### src/rtl/sqv_pkg.sv
`default_nettype none

package sqv_pkg;

  // Item codes.
  localparam logic [2:0] ACT_WRITE   = 3'd0;
  localparam logic [2:0] ACT_ENABLE  = 3'd1;
  localparam logic [2:0] ACT_TICK    = 3'd2;
  localparam logic [2:0] ACT_QUARTER = 3'd3;
  localparam logic [2:0] ACT_HALF    = 3'd4;

  // Register select codes.
  localparam logic [1:0] REG_DUTY    = 2'd0;
  localparam logic [1:0] REG_SWEEP   = 2'd1;
  localparam logic [1:0] REG_PER_LO  = 2'd2;
  localparam logic [1:0] REG_PER_HI  = 2'd3;

  localparam int unsigned PeriodW = 11;
  localparam int unsigned TimerW  = 12;
  localparam logic [PeriodW-1:0] PERIOD_LIMIT = 11'h7FF;
  localparam logic [3:0] ENV_MAX = 4'd15;

  // Length counter load values, indexed by bits 7:3 of the written byte.
  localparam logic [7:0] LENGTH_LUT [32] = '{
    8'd10, 8'd254, 8'd20, 8'd2,  8'd40, 8'd4,  8'd80, 8'd6,
    8'd160, 8'd8,  8'd60, 8'd10, 8'd14, 8'd12, 8'd26, 8'd14,
    8'd12, 8'd16,  8'd24, 8'd18, 8'd48, 8'd20, 8'd96, 8'd22,
    8'd192, 8'd24, 8'd72, 8'd26, 8'd16, 8'd28, 8'd32, 8'd30
  };

  // Duty waveforms; bit n is the output at sequence step n.
  localparam logic [7:0] DUTY_LUT [4] = '{
    8'b0000_0010, 8'b0000_0110, 8'b0001_1110, 8'b1111_1001
  };

  typedef struct packed {
    logic [2:0] action;
    logic [1:0] reg_select;
    logic [7:0] write_value;
    logic       enable_bit;
  } sqv_item_t;

  // Sweep target as a 13-bit two's complement value. Bit 12 set means the
  // target went below zero; bit 11 set with bit 12 clear means it overflowed.
  function automatic logic [12:0] sweep_target(input logic [PeriodW-1:0] period,
                                               input logic [2:0] amount,
                                               input logic negate,
                                               input logic ones_comp);
    logic [12:0] p;
    logic [12:0] change;
    p      = {2'b00, period};
    change = {2'b00, period >> amount};
    if (negate) begin
      sweep_target = p - change - {12'd0, ones_comp};
    end else begin
      sweep_target = p + change;
    end
  endfunction

endpackage

`default_nettype wire

### src/rtl/sqv_in_stage.sv
`default_nettype none

module sqv_in_stage
  import sqv_pkg::*;
(
  input  wire logic      clk_i,
  input  wire logic      rst_ni,
  input  wire logic      in_valid_i,
  output logic           in_ready_o,
  input  wire sqv_item_t item_i,
  input  wire logic      advance_i,
  output logic           stage_valid_o,
  output sqv_item_t      stage_item_o
);

  logic      valid_q, valid_d;
  sqv_item_t item_q;
  logic      fire;

  // The stage can take a transaction if empty or if emptying in this cycle.
  assign in_ready_o = !valid_q || advance_i;
  assign fire       = in_valid_i && in_ready_o;
  assign valid_d    = fire || (valid_q && !advance_i);

  always_ff @(posedge clk_i or negedge rst_ni) begin
    if (!rst_ni) begin
      valid_q <= 1'b0;
    end else begin
      valid_q <= valid_d;
    end
  end

  always_ff @(posedge clk_i) begin
    if (fire) begin
      item_q <= item_i;
    end
  end

  assign stage_valid_o = valid_q;
  assign stage_item_o  = item_q;

endmodule

`default_nettype wire

### src/rtl/sqv_voice.sv
`default_nettype none

module sqv_voice
  import sqv_pkg::*;
(
  input  wire logic      clk_i,
  input  wire logic      rst_ni,
  input  wire logic      ones_comp_i,
  input  wire logic      advance_i,
  input  wire sqv_item_t item_i,
  output logic [3:0]     level_d_o,
  output logic           active_d_o
);

  logic [1:0]         duty_q, duty_d;
  logic               halt_q, halt_d;
  logic               constvol_q, constvol_d;
  logic [3:0]         vol_q, vol_d;
  logic               swp_on_q, swp_on_d;
  logic [2:0]         swp_per_q, swp_per_d;
  logic               swp_neg_q, swp_neg_d;
  logic [2:0]         swp_amt_q, swp_amt_d;
  logic               swp_rld_q, swp_rld_d;
  logic [2:0]         swp_div_q, swp_div_d;
  logic [PeriodW-1:0] period_q, period_d;
  logic [TimerW-1:0]  tcount_q, tcount_d;
  logic [2:0]         step_q, step_d;
  logic [7:0]         length_q, length_d;
  logic               enabled_q, enabled_d;
  logic [3:0]         env_div_q, env_div_d;
  logic [3:0]         env_lvl_q, env_lvl_d;
  logic               env_rst_q, env_rst_d;
  logic [3:0]         level_q, level_d;

  logic [12:0]       old_target;
  logic [12:0]       new_target;
  logic [TimerW-1:0] tcount_dec;
  logic              mute;

  assign old_target = sweep_target(period_q, swp_amt_q, swp_neg_q, ones_comp_i);
  assign new_target = sweep_target(period_d, swp_amt_d, swp_neg_d, ones_comp_i);
  assign tcount_dec = tcount_q - TimerW'(1);

  always_comb begin
    duty_d     = duty_q;
    halt_d     = halt_q;
    constvol_d = constvol_q;
    vol_d      = vol_q;
    swp_on_d   = swp_on_q;
    swp_per_d  = swp_per_q;
    swp_neg_d  = swp_neg_q;
    swp_amt_d  = swp_amt_q;
    swp_rld_d  = swp_rld_q;
    swp_div_d  = swp_div_q;
    period_d   = period_q;
    tcount_d   = tcount_q;
    step_d     = step_q;
    length_d   = length_q;
    enabled_d  = enabled_q;
    env_div_d  = env_div_q;
    env_lvl_d  = env_lvl_q;
    env_rst_d  = env_rst_q;

    case (item_i.action)
      ACT_WRITE: begin
        case (item_i.reg_select)
          REG_DUTY: begin
            duty_d     = item_i.write_value[7:6];
            halt_d     = item_i.write_value[5];
            constvol_d = item_i.write_value[4];
            vol_d      = item_i.write_value[3:0];
          end
          REG_SWEEP: begin
            swp_on_d  = item_i.write_value[7];
            swp_per_d = item_i.write_value[6:4];
            swp_neg_d = item_i.write_value[3];
            swp_amt_d = item_i.write_value[2:0];
            swp_rld_d = 1'b1;
          end
          REG_PER_LO: begin
            period_d = {period_q[10:8], item_i.write_value};
          end
          REG_PER_HI: begin
            if (enabled_q) begin
              length_d = LENGTH_LUT[item_i.write_value[7:3]];
            end
            period_d  = {item_i.write_value[2:0], period_q[7:0]};
            step_d    = 3'd0;
            env_rst_d = 1'b1;
          end
          default: begin
          end
        endcase
      end
      ACT_ENABLE: begin
        enabled_d = item_i.enable_bit;
        if (!item_i.enable_bit) begin
          length_d = 8'd0;
        end
      end
      ACT_TICK: begin
        if (tcount_dec == '0) begin
          tcount_d = {1'b0, period_q} + TimerW'(1);
          step_d   = step_q + 3'd1;
        end else begin
          tcount_d = tcount_dec;
        end
      end
      ACT_QUARTER: begin
        if (env_rst_q) begin
          env_rst_d = 1'b0;
          env_lvl_d = ENV_MAX;
          env_div_d = vol_q;
        end else if (env_div_q == 4'd0) begin
          env_div_d = vol_q;
          if (env_lvl_q != 4'd0) begin
            env_lvl_d = env_lvl_q - 4'd1;
          end else if (halt_q) begin
            env_lvl_d = ENV_MAX;
          end
        end else begin
          env_div_d = env_div_q - 4'd1;
        end
      end
      ACT_HALF: begin
        if (!halt_q && (length_q != 8'd0)) begin
          length_d = length_q - 8'd1;
        end
        // The target is in range when it is neither negative nor overflowed.
        if ((swp_div_q == 3'd0) && swp_on_q && (period_q[10:3] != 8'd0) &&
            (swp_amt_q != 3'd0) && (old_target[12:11] == 2'b00)) begin
          period_d = old_target[10:0];
        end
        if (swp_rld_q || (swp_div_q == 3'd0)) begin
          swp_rld_d = 1'b0;
          swp_div_d = swp_per_q;
        end else begin
          swp_div_d = swp_div_q - 3'd1;
        end
      end
      default: begin
      end
    endcase
  end

  // Output level from the updated state; unused codes keep the old level.
  always_comb begin
    mute = (length_d == 8'd0) || (period_d[10:3] == 8'd0) ||
           !DUTY_LUT[duty_d][step_d] ||
           (!new_target[12] && new_target[11]);
    level_d = level_q;
    if (item_i.action <= ACT_HALF) begin
      if (mute) begin
        level_d = 4'd0;
      end else if (constvol_d) begin
        level_d = vol_d;
      end else begin
        level_d = env_lvl_d;
      end
    end
  end

  always_ff @(posedge clk_i or negedge rst_ni) begin
    if (!rst_ni) begin
      duty_q     <= '0;
      halt_q     <= 1'b0;
      constvol_q <= 1'b0;
      vol_q      <= '0;
      swp_on_q   <= 1'b0;
      swp_per_q  <= '0;
      swp_neg_q  <= 1'b0;
      swp_amt_q  <= '0;
      swp_rld_q  <= 1'b0;
      swp_div_q  <= '0;
      period_q   <= '0;
      tcount_q   <= TimerW'(1);
      step_q     <= '0;
      length_q   <= '0;
      enabled_q  <= 1'b0;
      env_div_q  <= '0;
      env_lvl_q  <= '0;
      env_rst_q  <= 1'b0;
      level_q    <= '0;
    end else if (advance_i) begin
      duty_q     <= duty_d;
      halt_q     <= halt_d;
      constvol_q <= constvol_d;
      vol_q      <= vol_d;
      swp_on_q   <= swp_on_d;
      swp_per_q  <= swp_per_d;
      swp_neg_q  <= swp_neg_d;
      swp_amt_q  <= swp_amt_d;
      swp_rld_q  <= swp_rld_d;
      swp_div_q  <= swp_div_d;
      period_q   <= period_d;
      tcount_q   <= tcount_d;
      step_q     <= step_d;
      length_q   <= length_d;
      enabled_q  <= enabled_d;
      env_div_q  <= env_div_d;
      env_lvl_q  <= env_lvl_d;
      env_rst_q  <= env_rst_d;
      level_q    <= level_d;
    end
  end

  assign level_d_o  = level_d;
  assign active_d_o = (length_d != 8'd0);

endmodule

`default_nettype wire

### src/rtl/square_wave_voice_with_sweep.sv
// A transaction passes through the input stage register and then the result register.
// Throughput: one transaction per cycle, sustained, while out_ready_i is held high.
// The voice state is updated as a transaction moves into the result register.
// Reset (rst_ni low, asynchronous) clears all voice state, both pipeline valid bits,
// and the ones' complement sweep setting; the timer count resets to one.
`default_nettype none

module square_wave_voice_with_sweep
  import sqv_pkg::*;
(
  input  wire logic       clk_i,
  input  wire logic       rst_ni,
  // Configuration: ones' complement sweep negation.
  input  wire logic       cfg_we_i,
  input  wire logic       cfg_wdata_i,
  // Input channel.
  input  wire logic       in_valid_i,
  output logic            in_ready_o,
  input  wire logic [2:0] action_i,
  input  wire logic [1:0] reg_select_i,
  input  wire logic [7:0] write_value_i,
  input  wire logic       enable_bit_i,
  // Result channel.
  output logic            out_valid_o,
  input  wire logic       out_ready_i,
  output logic [3:0]      level_o,
  output logic            length_active_o
);

  logic      ones_comp_q;
  sqv_item_t in_item;
  sqv_item_t stage_item;
  logic      stage_valid;
  logic      advance;
  logic      out_valid_q, out_valid_d;
  logic [3:0] level_q;
  logic      active_q;
  logic [3:0] level_next;
  logic      active_next;

  assign in_item.action      = action_i;
  assign in_item.reg_select  = reg_select_i;
  assign in_item.write_value = write_value_i;
  assign in_item.enable_bit  = enable_bit_i;

  // The staged transaction is processed when the result register is free or
  // is being emptied in this same cycle. Processing commits the voice state
  // and loads the result register together, so nothing is ever repeated.
  assign advance     = stage_valid && (!out_valid_q || out_ready_i);
  assign out_valid_d = advance || (out_valid_q && !out_ready_i);

  sqv_in_stage u_in_stage (
    .clk_i         (clk_i),
    .rst_ni        (rst_ni),
    .in_valid_i    (in_valid_i),
    .in_ready_o    (in_ready_o),
    .item_i        (in_item),
    .advance_i     (advance),
    .stage_valid_o (stage_valid),
    .stage_item_o  (stage_item)
  );

  sqv_voice u_voice (
    .clk_i       (clk_i),
    .rst_ni      (rst_ni),
    .ones_comp_i (ones_comp_q),
    .advance_i   (advance),
    .item_i      (stage_item),
    .level_d_o   (level_next),
    .active_d_o  (active_next)
  );

  // The user must write configuration only while the voice is idle; it is not enforced.
  always_ff @(posedge clk_i or negedge rst_ni) begin
    if (!rst_ni) begin
      ones_comp_q <= 1'b0;
    end else if (cfg_we_i) begin
      ones_comp_q <= cfg_wdata_i;
    end
  end

  always_ff @(posedge clk_i or negedge rst_ni) begin
    if (!rst_ni) begin
      out_valid_q <= 1'b0;
    end else begin
      out_valid_q <= out_valid_d;
    end
  end

  // Result payload holds while a transaction waits to be taken.
  always_ff @(posedge clk_i) begin
    if (advance) begin
      level_q  <= level_next;
      active_q <= active_next;
    end
  end

  assign out_valid_o     = out_valid_q;
  assign level_o         = level_q;
  assign length_active_o = active_q;

endmodule

`default_nettype wire

### config.mk
export PLATFORM = sky130hd
export DESIGN_NAME = square_wave_voice_with_sweep
export DESIGN_NICKNAME = d
export VERILOG_FILES = /design/src/rtl/sqv_pkg.sv /design/src/rtl/sqv_in_stage.sv /design/src/rtl/sqv_voice.sv /design/src/rtl/square_wave_voice_with_sweep.sv
export SDC_FILE = /design/constraint.sdc
export NUM_CORES = 1
export LEC_CHECK = 0
export BUFFER_PORTS_ARGS = -buffer_cell sky130_fd_sc_hd__buf_2
export CORE_ASPECT_RATIO = 2
export CORE_UTILIZATION = 50
export CTS_BUF_LIST = sky130_fd_sc_hd__clkbuf_16
export DETAILED_ROUTE_END_ITERATION = 10
export HOLD_SLACK_MARGIN = 0.03
export PLACE_DENSITY = 0.69
export SYNTH_ARGS = -nofsm -noshare
export SYNTH_HDL_FRONTEND = slang
export SYNTH_HIERARCHICAL = 1
export SYNTH_SLANG_ARGS = --single-unit
export TNS_END_PERCENT = 100
### constraint.sdc
create_clock -name clk_i -period 6.3 [get_ports clk_i]
set_input_delay 0.945 -clock clk_i [delete_from_list [all_inputs] [get_ports clk_i]]
set_output_delay 0.945 -clock clk_i [all_outputs]
set_load 0.01 [all_outputs]
# After elaboration in Yosys (flattened, before gate mapping)
# Memories as Yosys holds them, arrays and structs flattened.
# Cells that the tools add are included.
# word_totals
register_bits	90
mem_count	1
wordCells	155
mem_bits_ro	256
inputBits	20
out_inout_bits	7
# memory_table
name	words	width	rd	rd_ports_with_merged_regs	write_ports	line	rtl
(name not given)	32	8	1	0	0	sqv_voice.sv:85	length_d = LENGTH_LUT[item_i.write_value[7:3]];
# op_classes
n_reduce_logical	48
shift	2
n_eq_ne	10
n_addsub	13
magnitude_cmp	4
n_mux	47
n_bitwise	2
# op_table
op	n
8-bit two-way mux	8
4-bit two-way mux	12
11-bit case mux with 2 select lines	2
13-bit two-way mux	2
13-bit by 1-bit subtractor with 13-bit output	2
11-bit by 11-bit adder with 12-bit output	2
8-bit case mux with 3 select lines	1
8-bit nonzero test	3
11-bit by 11-bit subtractor with 12-bit output	2
11-bit by 3-bit right shift with 11-bit output	2
8-bit binary-select mux with 2-bit select	1
8-bit logical NOT	2
3-bit two-way mux	5
11-bit by 1-bit adder with 12-bit output (second input constant)	1
12-bit logical NOT	1
12-bit two-way mux	1
12-bit by 1-bit subtractor with 12-bit output (second input constant)	1
11-bit two-way mux	1
1-bit logical AND	10
3-bit AND reduction	3
1-bit logical OR	8
1-bit two-way mux	8
2-bit AND reduction	4
4-bit by 1-bit subtractor with 4-bit output (second input constant)	2
28 further kinds	42

# Longest topological paths before layout
# logic_depth
depth_word	17
mapped_depth	31

# Cells and area by module
# The synthesis kept the hierarchy.
# modules_own_cells
mod	cells_per_inst	instances	seq_area_each_um2	area_each_um2
sqv_voice	1060	1	1702.9	8000.2
sqv_in_stage	18	1	445.4	474.2
square_wave_voice_with_sweep	11	1	200.2	234.0

# Worst setup path after synthesis
# OpenSTA, ideal clock, no wires.
# synth_timing
path_type	reg-to-reg
start	register u_voice.swp_amt_q[1]
end	register level_q[2], in the netlist level_o[2], data pin
setup_ns	0.152
slack_ns	-0.105
arrival_time_ns	6.252
path_stages_with_launch	31
synth_period_minus_slack_ns	6.405
path_cell_list	dfrtp_1 -> clkbuf_1 -> buf_1 -> mux2i_1 -> mux2i_1 -> nand2_1 -> o21ai_0 -> ha_1 -> fa_1 -> nand2b_1 -> a21boi_0 -> nor2_1 -> o311ai_2 -> nand3_1 -> o21a_1 -> buf_2 -> a221oi_1 -> a2111oi_0 -> o32ai_1 -> o221ai_1 -> ha_1 -> a21o_1 -> a211oi_1 -> nor2_1 -> o211ai_1 -> a21oi_1 -> o21ai_0 -> nand3_1 -> a211oi_2 -> nand2_1 -> o21ai_0
# synth_via
elab_chain_cells	17
word_cells_on_any_way	26
# synth_rtl
item	line	rtl
start: declaration	sqv_voice.sv:22	logic [2:0] swp_amt_q, swp_amt_d;
start signal: assignment	sqv_voice.sv:192	swp_amt_q <= swp_amt_d;
11-bit by 3-bit right shift with 11-bit output	sqv_pkg.sv:52	change = {2'b00, period >> amount};
11-bit by 11-bit subtractor with 12-bit output	sqv_pkg.sv:54	sweep_target = p - change - {12'd0, ones_comp};
13-bit by 1-bit subtractor with 13-bit output	sqv_pkg.sv:54	
13-bit two-way mux	sqv_pkg.sv:53	if (negate) begin
2-bit logical NOT	sqv_voice.sv:131	(swp_amt_q != 3'd0) && (old_target[12:11] == 2'b00)) begin
1-bit logical AND	sqv_voice.sv:131	
11-bit two-way mux	sqv_voice.sv:130	if ((swp_div_q == 3'd0) && swp_on_q && (period_q[10:3] != 8'd0) &&
11-bit case mux with 2 select lines	sqv_voice.sv:64	case (item_i.action)
[... 2 more ...]	--	
13-bit by 1-bit subtractor with 13-bit output	sqv_pkg.sv:54	
13-bit two-way mux	sqv_pkg.sv:53	
1-bit logical NOT	sqv_voice.sv:150	(!new_target[12] && new_target[11]);
1-bit logical AND	sqv_voice.sv:150	
1-bit logical OR *	sqv_voice.sv:149	!DUTY_LUT[duty_d][step_d] ||
4-bit two-way mux *	sqv_voice.sv:153	if (mute) begin
4-bit two-way mux *	sqv_voice.sv:152	if (item_i.action <= ACT_HALF) begin
net level_next[2]	square_wave_voice_with_sweep.sv:38	logic [3:0] level_next;
end signal: assignment	square_wave_voice_with_sweep.sv:93	level_q <= level_next;
end: declaration	square_wave_voice_with_sweep.sv:36	logic [3:0] level_q;
# The timed path passes the listed nets; every way through them passes the cells marked *.
# A chain may end at the register's enable or synchronous reset.

# Worst setup path after layout
# layout_timing
start	register u_voice.swp_amt_q[1]
end	register level_q[1], in the netlist level_o[1], data pin
# layout_via
elab_chain_cells	17
word_cells_on_any_way	26
# layout_rtl
item	line	rtl
11-bit by 3-bit right shift with 11-bit output	sqv_pkg.sv:52	
11-bit by 11-bit subtractor with 12-bit output	sqv_pkg.sv:54	
13-bit by 1-bit subtractor with 13-bit output	sqv_pkg.sv:54	
13-bit two-way mux	sqv_pkg.sv:53	
2-bit logical NOT	sqv_voice.sv:131	
1-bit logical AND	sqv_voice.sv:131	
11-bit two-way mux *	sqv_voice.sv:130	
11-bit case mux with 2 select lines *	sqv_voice.sv:64	
net u_voice.period_d[8]	sqv_voice.sv:25	logic [PeriodW-1:0] period_q, period_d;
[... 2 more ...]	--	
13-bit by 1-bit subtractor with 13-bit output	sqv_pkg.sv:54	
13-bit two-way mux	sqv_pkg.sv:53	
1-bit logical NOT	sqv_voice.sv:150	
1-bit logical AND	sqv_voice.sv:150	
1-bit logical OR *	sqv_voice.sv:149	
4-bit two-way mux *	sqv_voice.sv:153	
4-bit two-way mux *	sqv_voice.sv:152	
net level_next[1]	square_wave_voice_with_sweep.sv:38	
# Marks and branches as above.

==> flow_results.org <==
** Run status
- The run finished with clean final reports.

** Finish
- Leading cell type in the layout, fill and taps excluded :: nand2_1
- 0 antenna diodes ended up in the layout.
- NumNets Final :: 1241
- In the layout the commonest cells are nand2_1 (96), buf_4 (93), nor2_1 (92).
- Share of final-layout standard cells stronger than drive strength 1 :: 20.2%
- The area growth from synthesis to layout is 17.1%.
- Total of fill cells in the finished design :: 1597

** Route
- In the routed design, unresolved DRC markers number 0.
- Dividing the detail-routed via count by the number of cells gives 6.54.
- Detailed router's first-iteration violation count :: 601
- Count of antenna-violating nets left after detailed routing :: 0
- Routed wirelength normalized by instance count :: 21.6 um
- Routed via count :: 8972
- After detailed routing, the total wire length is 29600 um.
- DRT Pass-1 Iters :: 5

** Clock tree
- Clock buffer count from CTS :: 9
- Clock edge transition at the registers on the reported setup and hold paths :: 0.07 ns
- For the worst-skew pair, the clock arrives at the later sink with an insertion delay of 0.36 ns.
- For this design, the CTS-stage hold fixing added 0 buffers.
- Counting along the longest clock path gives a buffer depth of 2.
- TritonCTS built the clock tree.
- CTS Root Buffer Type :: clkbuf_16
- Maximum level of the CTS H-tree :: 3
- For this design, the sink count on the clock tree is 90.

** Synthesis
- The biggest area contributor in the post-synthesis netlist is dfrtp_1.
- Nets in the synthesized netlist :: 1171
- The most used flip-flop cell after synthesis is dfrtp_1.
- Sequential elements use 27.0% of the synthesized area.
- Share of synthesized registers carrying an async set or reset :: 78.9%
- Post-synthesis register bit count :: 90
- Most area-consuming cells after synthesis :: dfrtp_1 (20%), ha_1 (8.6%), edfxtp_1 (6.6%), a21oi_1 (4.9%), o21ai_0 (4.5%)
- The cell area that synthesis handed to floorplanning was 8710 um2.
- Instance count of the mapped netlist :: 1089
- Cell variety after synth :: 93
- Each instance of the synthesized netlist takes up on average 8.00 um2.
- Synth warn :: 6
- Number of enable flip-flop cells after synthesis :: 19
- Share of the synthesized area in the top cell type :: 20.1%

** Power and ir drop
- For this design the static power due to leakage is 4.28 nW.
- Worst IR drop on VDD :: 0.282 mV
- Power density relative to cell area :: 594 nW/um2

** STA
- Final Hold Vio Count :: 0
- Final setup violation count :: 0
- Clock skew on the completed layout was measured at 0.00980 ns.
- Headroom to the max-slew limit came out at 24.2%.
- For the pin with the worst max-slew slack, the measured transition is 1.13 ns.
- Pins over their slew limit :: 0
- Worst hold slack :: 0.482 ns
- Setup repair after global routing could not meet its margin everywhere.
- Final Critical Period :: 6.17 ns
- In the finished design, the share of the clock period the worst path needs comes to 98.0%.
- Static timing analysis puts the maximum clock frequency at 162 MHz.
- Fin Setup TNS :: 0 ns

** Job
- Max-cap violations in this run came to 0.

** Global routing
- Vias in the first global route :: 8875
- Antenna violations before repair :: 1
- Global route total overflow :: 0
- Pin count of the biggest net entering global routing :: 72
- First-pass GRT wire length :: 45600 um
- For this run, the total global-route usage over all layers was measured as 33.9%.

** Floorplanning
- The floorplan has 67 rows.
- The die covers 18000 um2.
- In this run the horizontal extent of the chip is 95.3 um.
- The floorplan step set the die height to 189 um.
- After floorplanning, the core was sized to cover 16900 um2.
- For this design the top-level I/O count stands at 27.
- Starting density of the core :: 51.4%

** Placed design
- Post-detail-place hpwl :: 22200 um
- Routability-driven placement finished with a final weighted congestion of 1.04.
- Buffers placed on the I/O ports in this run total 26.

** Hold path
- The min-delay analysis places its worst path in the category reg -> reg.

** Critical path
- WS Path Type :: reg -> reg
- STA classifies the critical path endpoint as a flop.
- Required @ worst endpoint :: 6.52 ns
- STA classifies the critical path startpoint as a flop.
- Endpoint arrival time on the critical path :: 6.39 ns
- Peak fanout along the critical path :: 8
layout make-up:
class	instances	area (um2)	area share, %
Inverter	48	180	1.77
Timing Repair Buffer	123	911	8.93
Multi-Input combinational cell	887	6200	60.8
Clock inverter	7	68.8	0.675
Clock buffer	9	225	2.21
Tap cell	207	259	2.54
Sequential cell	90	2350	23.0
where the power goes:
part	internal, mW	switching [mW]
Sequential	0.771	0.235
Clock	0.307	0.237
Combinational	1.94	2.57
path summary, 6_finish.rpt:
| check | to | start | slack (ns) | depth (start not counted) |
|---|---|---|---|---|
| min | u_voice/swp_per_q[0] | u_voice/swp_per_q[0] | 0.48 | 2 |
| max reg2reg | level_o[1] | u_voice/swp_amt_q[1] | 0.13 | 26 |
| min in group asynchronous | u_voice/period_q[2] | rst_ni | 0.75 | 1 |
| min reg2reg | u_voice/swp_per_q[0] | u_voice/swp_per_q[0] | 0.48 | 2 |
| max in group asynchronous | u_voice/swp_amt_q[1] | rst_ni | 4.91 | 1 |
| max | level_o[1] | u_voice/swp_amt_q[1] | 0.13 | 26 |
metrics by stage:
step	cell area, um2	power, mW	utilization, %	std cells	setup WS [ns]
2_1_floorplan	8710	3.60	-	1089	0.0326
3_3_place_gp	9470	4.87	55.9	1337	-0.173
3_5_place_dp	9470	4.89	55.9	1337	-0.251
4_1_cts	9850	5.60	58.2	1357	0.0209
5_1_grt	10200	6.48	60.2	1371	-0.156
6_report	10200	6.06	60.2	1371	0.127
routing by layer:
| layer | vias up | wire, um | global-route usage [%] |
|---|---|---|---|
| met3 | 187 | 1670 | 8.31 |
| met5 | - | 12 | 0 |
| met2 | 352 | 15300 | 58.7 |
| met1 | 4262 | 9710 | 31.0 |
| met4 | 2 | 2960 | 31.6 |
| li1 | 4169 | - | - |
state kept, by name (all words and copies together) (netlist names), 2 cells and up:
| register | cells |
|---|---|
| u_in_stage/stage_item_o | 14 |
| u_voice/tcount_q | 12 |
| u_voice/period_q | 11 |
| u_voice/length_q | 8 |
| level_o | 4 |
| u_voice/env_div_q | 4 |
| u_voice/env_lvl_q | 4 |
| u_voice/level_q | 4 |
| u_voice/vol_q | 4 |
| u_voice/step_q | 3 |
| u_voice/swp_amt_q | 3 |
| u_voice/swp_div_q | 3 |
| u_voice/swp_per_q | 3 |
| u_voice/duty_q | 2 |
logic make-up after synthesis:
group | Yosys count | synth area share (%)
AND/OR/NAND/NOR | 403 | 23.7
multiplexers | 54 | 6.74
flip-flops | 90 | 27.0
AO/OA/AOI/OAI | 342 | 26.0
adder cells (fa/ha/maj) | 62 | 9.08
buffers and inverters | 112 | 4.97
XOR/XNOR | 26 | 2.61
synth_stat cells, types with 5 or more instances:
cell type   n
o22a_1      7
edfxtp_1   19
xnor2_1    12
or2_2       7
or4_1       5
or3_1      15
o31ai_1     5
a31oi_1    17
xor2_1     14
a211o_1     5
o21ai_0    78
o21bai_1    5
a211oi_1   19
and2_1     12
mux2i_1    29
nor3b_1    10
inv_1      45
a21oi_1    85
nand3_1    32
clkbuf_1   57
nor4_1     10
ha_1       60
nor3_1     41
a21o_1     11
o21a_1     10
nor2b_1    15
and3_1     15
nor2_1     94
dfrtp_1    70
nand2b_1   19
a22oi_1     5
mux2_2     22
a221oi_1    5
o211ai_1   15
a32oi_1     5
nand2_1    97
nand4_1     6
o22ai_1     8
repair_timing:
action                     in CTS  in global routing
resized for setup              11                 59
setup endpoints to repair       8                  8
pin swaps                       4                 27
setup buffers                   4                 13
cloned                          0                  1
worst max-delay path, stage by stage (launching register included):
cell      delay [ns]
dfrtp_2         0.44
buf_12          0.16
mux2i_4         0.19
mux2i_2         0.24
mux2i_1         0.14
ha_1            0.33
and2_4          0.16
a221o_1         0.36
or4_4           0.57
and3_4          0.20
or4_4           0.49
a31oi_4         0.22
and2b_1         0.18
nor2_1          0.06
a22o_1          0.22
mux4_2          0.49
ha_4            0.23
a211oi_2        0.17
nor2_1          0.09
o211ai_1        0.17
a21oi_1         0.08
o21ai_1         0.13
nand3_1         0.10
a211oi_2        0.22
buf_4           0.19
nand2_1         0.07
o21ai_2         0.11
Note: power is estimated with default switching activity, not from simulation.
